--- src/hdl/iba_pkg.sv ---
`default_nettype none

package iba_pkg;

    // default geometry
    localparam int DISK_BLOCKS_DEF  = 128;
    localparam int INODE_COUNT_DEF  = 32;
    localparam int DIRECT_SLOTS_DEF = 10;

    // result status codes
    typedef logic [2:0] status_t;
    localparam status_t ST_OK       = 3'd0;
    localparam status_t ST_NOSPACE  = 3'd1;
    localparam status_t ST_EXISTS   = 3'd2;
    localparam status_t ST_NOINODE  = 3'd3;
    localparam status_t ST_NOTFOUND = 3'd4;

    // commands from controller to datapath
    typedef struct packed {
        logic    load;
        logic    scan_start;
        logic    scan_step;
        logic    pick;
        logic    size_lat;
        logic    prep;
        logic    alloc_step;
        logic    free_step;
        logic    res_write;
        logic    commit_ins;
        logic    commit_del;
        status_t res_code;
    } cmd_t;

    // status from datapath to controller
    typedef struct packed {
        logic func_del;
        logic n_over;
        logic need_over;
        logic hit;
        logic free_found;
        logic scan_done;
        logic alloc_done;
        logic free_done;
        logic out_busy;
    } stat_t;

endpackage

`default_nettype wire

--- src/hdl/iba_ctrl.sv ---
`default_nettype none

module iba_ctrl (
    input  wire logic          clk,
    input  wire logic          rst_n,
    input  wire logic          in_tvalid,
    output logic               in_tready,
    input  wire iba_pkg::stat_t stat,
    output iba_pkg::cmd_t      cmd
);

    localparam logic [3:0] S_IDLE     = 4'd0;
    localparam logic [3:0] S_CHECK    = 4'd1;
    localparam logic [3:0] S_SCAN     = 4'd2;
    localparam logic [3:0] S_DECIDE   = 4'd3;
    localparam logic [3:0] S_SIZE_RD  = 4'd4;
    localparam logic [3:0] S_SIZE_LAT = 4'd5;
    localparam logic [3:0] S_PREP     = 4'd6;
    localparam logic [3:0] S_ALLOC    = 4'd7;
    localparam logic [3:0] S_FREE     = 4'd8;
    localparam logic [3:0] S_FIN      = 4'd9;

    logic [3:0]       state_reg, state_next;
    iba_pkg::status_t code_reg, code_next;

    // next state and commands
    always_comb
    begin
        state_next   = state_reg;
        code_next    = code_reg;
        cmd          = '0;
        cmd.res_code = code_reg;
        in_tready    = 1'b0;
        unique case (state_reg)
            S_IDLE:
            begin
                in_tready = 1'b1;
                if (in_tvalid)
                begin
                    cmd.load       = 1'b1;
                    cmd.scan_start = 1'b1;
                    state_next     = S_CHECK;
                end
            end
            S_CHECK:
            begin
                if (!stat.func_del && stat.n_over)
                begin
                    code_next  = iba_pkg::ST_NOSPACE;
                    state_next = S_FIN;
                end
                else
                begin
                    state_next = S_SCAN;
                end
            end
            S_SCAN:
            begin
                cmd.scan_step = 1'b1;
                if (stat.scan_done)
                begin
                    state_next = S_DECIDE;
                end
            end
            S_DECIDE:
            begin
                code_next = iba_pkg::ST_OK;
                if (stat.func_del)
                begin
                    if (!stat.hit)
                    begin
                        code_next  = iba_pkg::ST_NOTFOUND;
                        state_next = S_FIN;
                    end
                    else
                    begin
                        cmd.pick   = 1'b1;
                        state_next = S_SIZE_RD;
                    end
                end
                else if (stat.hit)
                begin
                    code_next  = iba_pkg::ST_EXISTS;
                    state_next = S_FIN;
                end
                else if (!stat.free_found)
                begin
                    code_next  = iba_pkg::ST_NOINODE;
                    state_next = S_FIN;
                end
                else if (stat.need_over)
                begin
                    code_next  = iba_pkg::ST_NOSPACE;
                    state_next = S_FIN;
                end
                else
                begin
                    cmd.pick   = 1'b1;
                    state_next = S_PREP;
                end
            end
            S_SIZE_RD:
            begin
                state_next = S_SIZE_LAT;
            end
            S_SIZE_LAT:
            begin
                cmd.size_lat = 1'b1;
                state_next   = S_PREP;
            end
            S_PREP:
            begin
                cmd.prep   = 1'b1;
                state_next = stat.func_del ? S_FREE : S_ALLOC;
            end
            S_ALLOC:
            begin
                cmd.alloc_step = 1'b1;
                if (stat.alloc_done)
                begin
                    state_next = S_FIN;
                end
            end
            S_FREE:
            begin
                cmd.free_step = 1'b1;
                if (stat.free_done)
                begin
                    state_next = S_FIN;
                end
            end
            S_FIN:
            begin
                if (!stat.out_busy)
                begin
                    cmd.res_write  = 1'b1;
                    cmd.commit_ins = (code_reg == iba_pkg::ST_OK) && !stat.func_del;
                    cmd.commit_del = (code_reg == iba_pkg::ST_OK) && stat.func_del;
                    state_next     = S_IDLE;
                end
            end
            default:
            begin
                state_next = S_IDLE;
            end
        endcase
    end

    // state register
    always_ff @(posedge clk or negedge rst_n)
    begin
        if (!rst_n)
        begin
            state_reg <= S_IDLE;
            code_reg  <= iba_pkg::ST_OK;
        end
        else
        begin
            state_reg <= state_next;
            code_reg  <= code_next;
        end
    end

endmodule

`default_nettype wire

--- config.mk ---
export PLATFORM = sky130hd
export DESIGN_NAME = iba_ctrl
export DESIGN_NICKNAME = d
export VERILOG_FILES = /design/src/hdl/iba_pkg.sv /design/src/hdl/iba_ctrl.sv
export SDC_FILE = /design/constraint.sdc
export NUM_CORES = 1
export LEC_CHECK = 0
export ABC_AREA = 1
export BUFFER_PORTS_ARGS = -buffer_cell sky130_fd_sc_hd__buf_2
export CAP_MARGIN = 20
export CORE_MARGIN = 8
export CORE_UTILIZATION = 40
export CTS_BUF_LIST = sky130_fd_sc_hd__clkbuf_16
export DETAILED_ROUTE_END_ITERATION = 10
export PLACE_DENSITY = 0.66
export SYNTH_ARGS = -nofsm -noshare
export SYNTH_HDL_FRONTEND = slang
export SYNTH_SLANG_ARGS = --single-unit
export TNS_END_PERCENT = 100
--- constraint.sdc ---
create_clock -name clk -period 2.15 [get_ports clk]
set_clock_uncertainty 0.15 [all_clocks]
set_input_delay 0.43 -clock clk [delete_from_list [all_inputs] [get_ports clk]]
set_output_delay 0.43 -clock clk [all_outputs]
set_load 0.01 [all_outputs]
# --- Word-level counts from Yosys, hierarchy flattened ---
# Index checks and enable logic that the tools add are counted.
classes:
  eq_ne: 15
  n_mux: 36
  reduce_logical: 9
op_table:
  columns: ["cell", "count"]
  rows:
  - ["$mux W4", 12]
  - ["$pmux W4 S10", 1]
  - ["$eq A4 B3 Y1 const B", 4]
  - ["$mux W3", 5]
  - ["$mux W1", 13]
  - ["$ne A2 B2 Y1 const B", 6]
  - ["$eq A4 B2 Y1 const B", 2]
  - ["$eq A4 B4 Y1 const B", 2]
  - ["$mux W2", 4]
  - ["$pmux W3 S2", 1]
  - ["$reduce_and A5 Y1", 1]
  - ["$eq A4 B1 Y1 const B", 1]
  - ["$logic_not A4 Y1", 1]
  - ["$logic_and A1 B1 Y1", 3]
  - ["$logic_not A3 Y1", 1]
  - ["$reduce_and A2 Y1", 1]
  - ["$reduce_bool A2 Y1", 1]
  - ["$logic_not A1 Y1", 1]
word_totals:
  reg_bits: 7
  input_bits: 12
  output_inout_bits: 15
  elab_cells: 62

# --- Logic depth before layout (Yosys ltp) ---
depth:
  depth_word: 5
  ltp_mapped: 9
  mapped_depth_nobuf: 9

# --- Worst setup path before layout ---
# No wires, ideal clock.
synth_timing:
  kind: "register to output"
  from: "register state_reg[1]"
  to: "output cmd[3] in the netlist's numbering"
  arrival_ns: 1.191
  required_ns: 1.570
  setup_slack_ns: 0.379
  path_stages_with_launch: 6
  cell_sequence: "dfrtp_1 > nor2_4 > nand3_1 > nor2_1 > nand4_1 > nor2_1"
synth_lines:
  columns: ["item", "line_no", "source"]
  rows:
  - ["start, declared", "iba_ctrl.sv:23", "logic [3:0] state_reg, state_next;"]
  - ["start signal, assigned", "iba_ctrl.sv:159", "state_reg <= state_next;"]
  - ["end, declared", "iba_ctrl.sv:9", "output iba_pkg::cmd_t cmd"]

==> flow_summary.toml <==
[job]
maxCapViolations = 0

[cts]
cts_tree = "done"
cts_setup_buffers = 0
cts_max_level = 1
clockBufferDepth = 2
cts_root_buffer = "clkbuf_16"
numClockSinks = 7
cts_buffers = 3
clk_pin_slew_ns = 0.03
clk_latency_ns = 0.23

[routing]
drtAntennaViolNets = 0
drc = 0
m1WireLength_um = 682
wl_met2_um = 784
num_vias = 669
routed.top_layer = "met4"
routed_wl_mm = 1.538
dr_wl_met3_um = 57
viasPerCell = 4.745
wl_per_cell_um = 10.91
drtIter0Drc = 10
firstDrtPassIters = 4

[grt]
grt_pass1_wl_mm = 2.352
grt_overflow_total = 0
grt_pass1_vias = 594
grt_max_degree = 9
antenna_found_initial = 0
grt_usage_pct = 10.78

[power]
p_leak_nw = 0.5328
share_comb_of_total_power_pct = 51.0
p_switching_w = 0.0004924
power.density_nw_per_um2 = 1364
switching_share_pct = 43.53
intPower_w = 0.0006388
ir_drop_mv = 0.9002
p_total_w = 0.001131
power.share.clock_pct = 26.9
power_frac_seq_pct = 22.2

[die]
die_h_um = 54.59
die_x_um = 54.59
core_um2 = 1454
pin_count = 27
start_util_pct = 40.96
rows = 14
die_area_um2 = 2980

[synthesis]
syn-cell-area_um2 = 595.6
synth_most_common_cell = "nand2_1"
synthesis.nets = 107
synthFlopType = "dfrtp_1"
ys_ff_latch = 7
synth_common_cells = "nand2_1, inv_1, nor2_1"
synth_cell_type_count = 21
synth_top_area_cell = "dfrtp_1"
syn_avg_cell_area_um2 = 6.269
synth_edf_count = 0
yosysSeqAreaShare_pct = 29.41
yosysWarnings = 0
synth_area_leaders = "dfrtp_1, nand2_1, inv_1"
synth_top_area_share_pct = 29.41
synthArstFlopShare_pct = 100.0
synth_cells = 95

[timing]
timing.final.crit_share_pct = 93.10
slew-limit-headroom_pct = 82.64
setup_viol = 0
slew_viol_final = 0
tightest_slew_ns = 0.2603
finalCriticalPeriod_ns = 2.002
fmax_mhz = 499.6
holdWs_ns = 0.3179
timing.final.hold_violations = 0

[worst_setup_path]
startpoint = "state_reg[0]"
worstReg2RegStart = "state_reg[3]"
startpoint_type = "flip-flop"
critPathKind = "flip-flop to primary output"
arrival_ns = 1.42
worstPathRequired_ns = 1.57
worst_setup_path_end_kind = "primary output"
r2r_slack_ns = 0.64
cp_max_fo = 6

[layout]
drive_gt1_share_pct = 35.20
antenna_cells = 0
largest_register_ff_count = 4
nets = 138
post-route-util_pct = 57.06
fillers = 151
syn_to_final_growth_pct = 39.29

[place]
io_buffers = 26
place.gp.congestion = 0.9301
dp_hpwl_mm = 1.329

[hold_path]
worstHoldPathType = "primary input to flip-flop"
hp-start = "stat[5]"

[status]
status = "finished, final reports clean"
-- layer usage --
layer  global-route usage, %  vias to the layer above
li1                        -                      362
met1                   12.79                      296
met2                   17.92                        9
met3                   1.630                        2
met4                   6.148                        0
met5                       0                        -
-- path summary, 6_finish.rpt --
kind,to,depth (start not counted)
setup / recovery,cmd[4],7
hold / removal,code_reg[2],2
setup reg to reg,state_reg[1],6
hold reg to reg,code_reg[2],2
max in group asynchronous,code_reg[2],2
min in group asynchronous,state_reg[3],2
-- worst max-delay path, stage by stage, from the launching register on --
cell and delay [ns]:
dfrtp_1 0.41, inv_2 0.09, nor2_4 0.16, nand3_1 0.10, nor2_2 0.10, nand4_1 0.11, nor2_1 0.10, buf_2 0.13
-- cell usage in the layout (no fill, tap or decap) --
cell	netlist	layout
buf_2	0	26
nor2_2	3	4
inv_1	16	17
o211ai_1	1	1
a31oi_1	1	1
a21oi_1	1	1
nand2_1	22	22
inv_2	3	3
o32ai_1	1	1
nand3_1	9	9
nand4_1	4	4
nand3_2	1	1
o22ai_1	1	1
dlygate4sd3_1	0	1
nand2_2	3	3
clkinv_2	1	1
nand3b_1	1	1
o21ai_2	1	1
o21ai_0	3	3
clkbuf_16	0	3
nor2_4	2	2
nor2_1	13	12
dfrtp_1	7	7
-- kinds of logic (layout without fill, tap and decap cells) --
group / Yosys count / count (layout) / share of synthesized area, %
flops: 7 / 7 / 29.41
buf+inv: 21 / 51 / 14.08
simple gates: 58 / 58 / 46.85
compound gates: 9 / 9 / 9.665
-- per-stage QoR --
step	worst slack, ns	cell area [µm²]	TNS (ns)	cells
3_5_place_dp	0.3959	738.2	0	136
2_1_floorplan	0.3786	595.6	0	95
3_3_place_gp	0.4288	738.2	0	136
5_1_grt	-0.002354	829.5	-0.002354	141
4_1_cts	0.1508	827.0	0	141
6_report	0.1484	829.5	0	141
-- power by group through the flow --
stage	combinational [W]	sequential (W)	clock [W]
after floorplan	0.000403	0.000258	0
after global placement	0.000573	0.000250	0
after detailed placement	0.000572	0.000251	0
after CTS	0.000579	0.000250	0.000312
after global routing	0.000649	0.000256	0.000321
final	0.000576	0.000251	0.000304
-- final cells by class --
| class | count | area (µm²) | share of cell area (%) |
|---|---|---|---|
| Multi-Input combinational cell | 67 | 339.1 | 40.87 |
| Tap cell | 16 | 20.02 | 2.413 |
| Inverter | 20 | 76.32 | 9.201 |
| Clock inverter | 1 | 3.754 | 0.4525 |
| Timing Repair Buffer | 27 | 140.1 | 16.89 |
| Clock buffer | 3 | 75.07 | 9.050 |
| Sequential cell | 7 | 175.2 | 21.12 |
-- timing repair --
item                                    4_1_cts  5_1_grt
hold endpoints to repair                      7        0
hold buffers                                  1        0
endpoints found under the setup margin        0        1
gates resized for setup                       0        1
No activity file was read; power rests on OpenSTA's default activity.
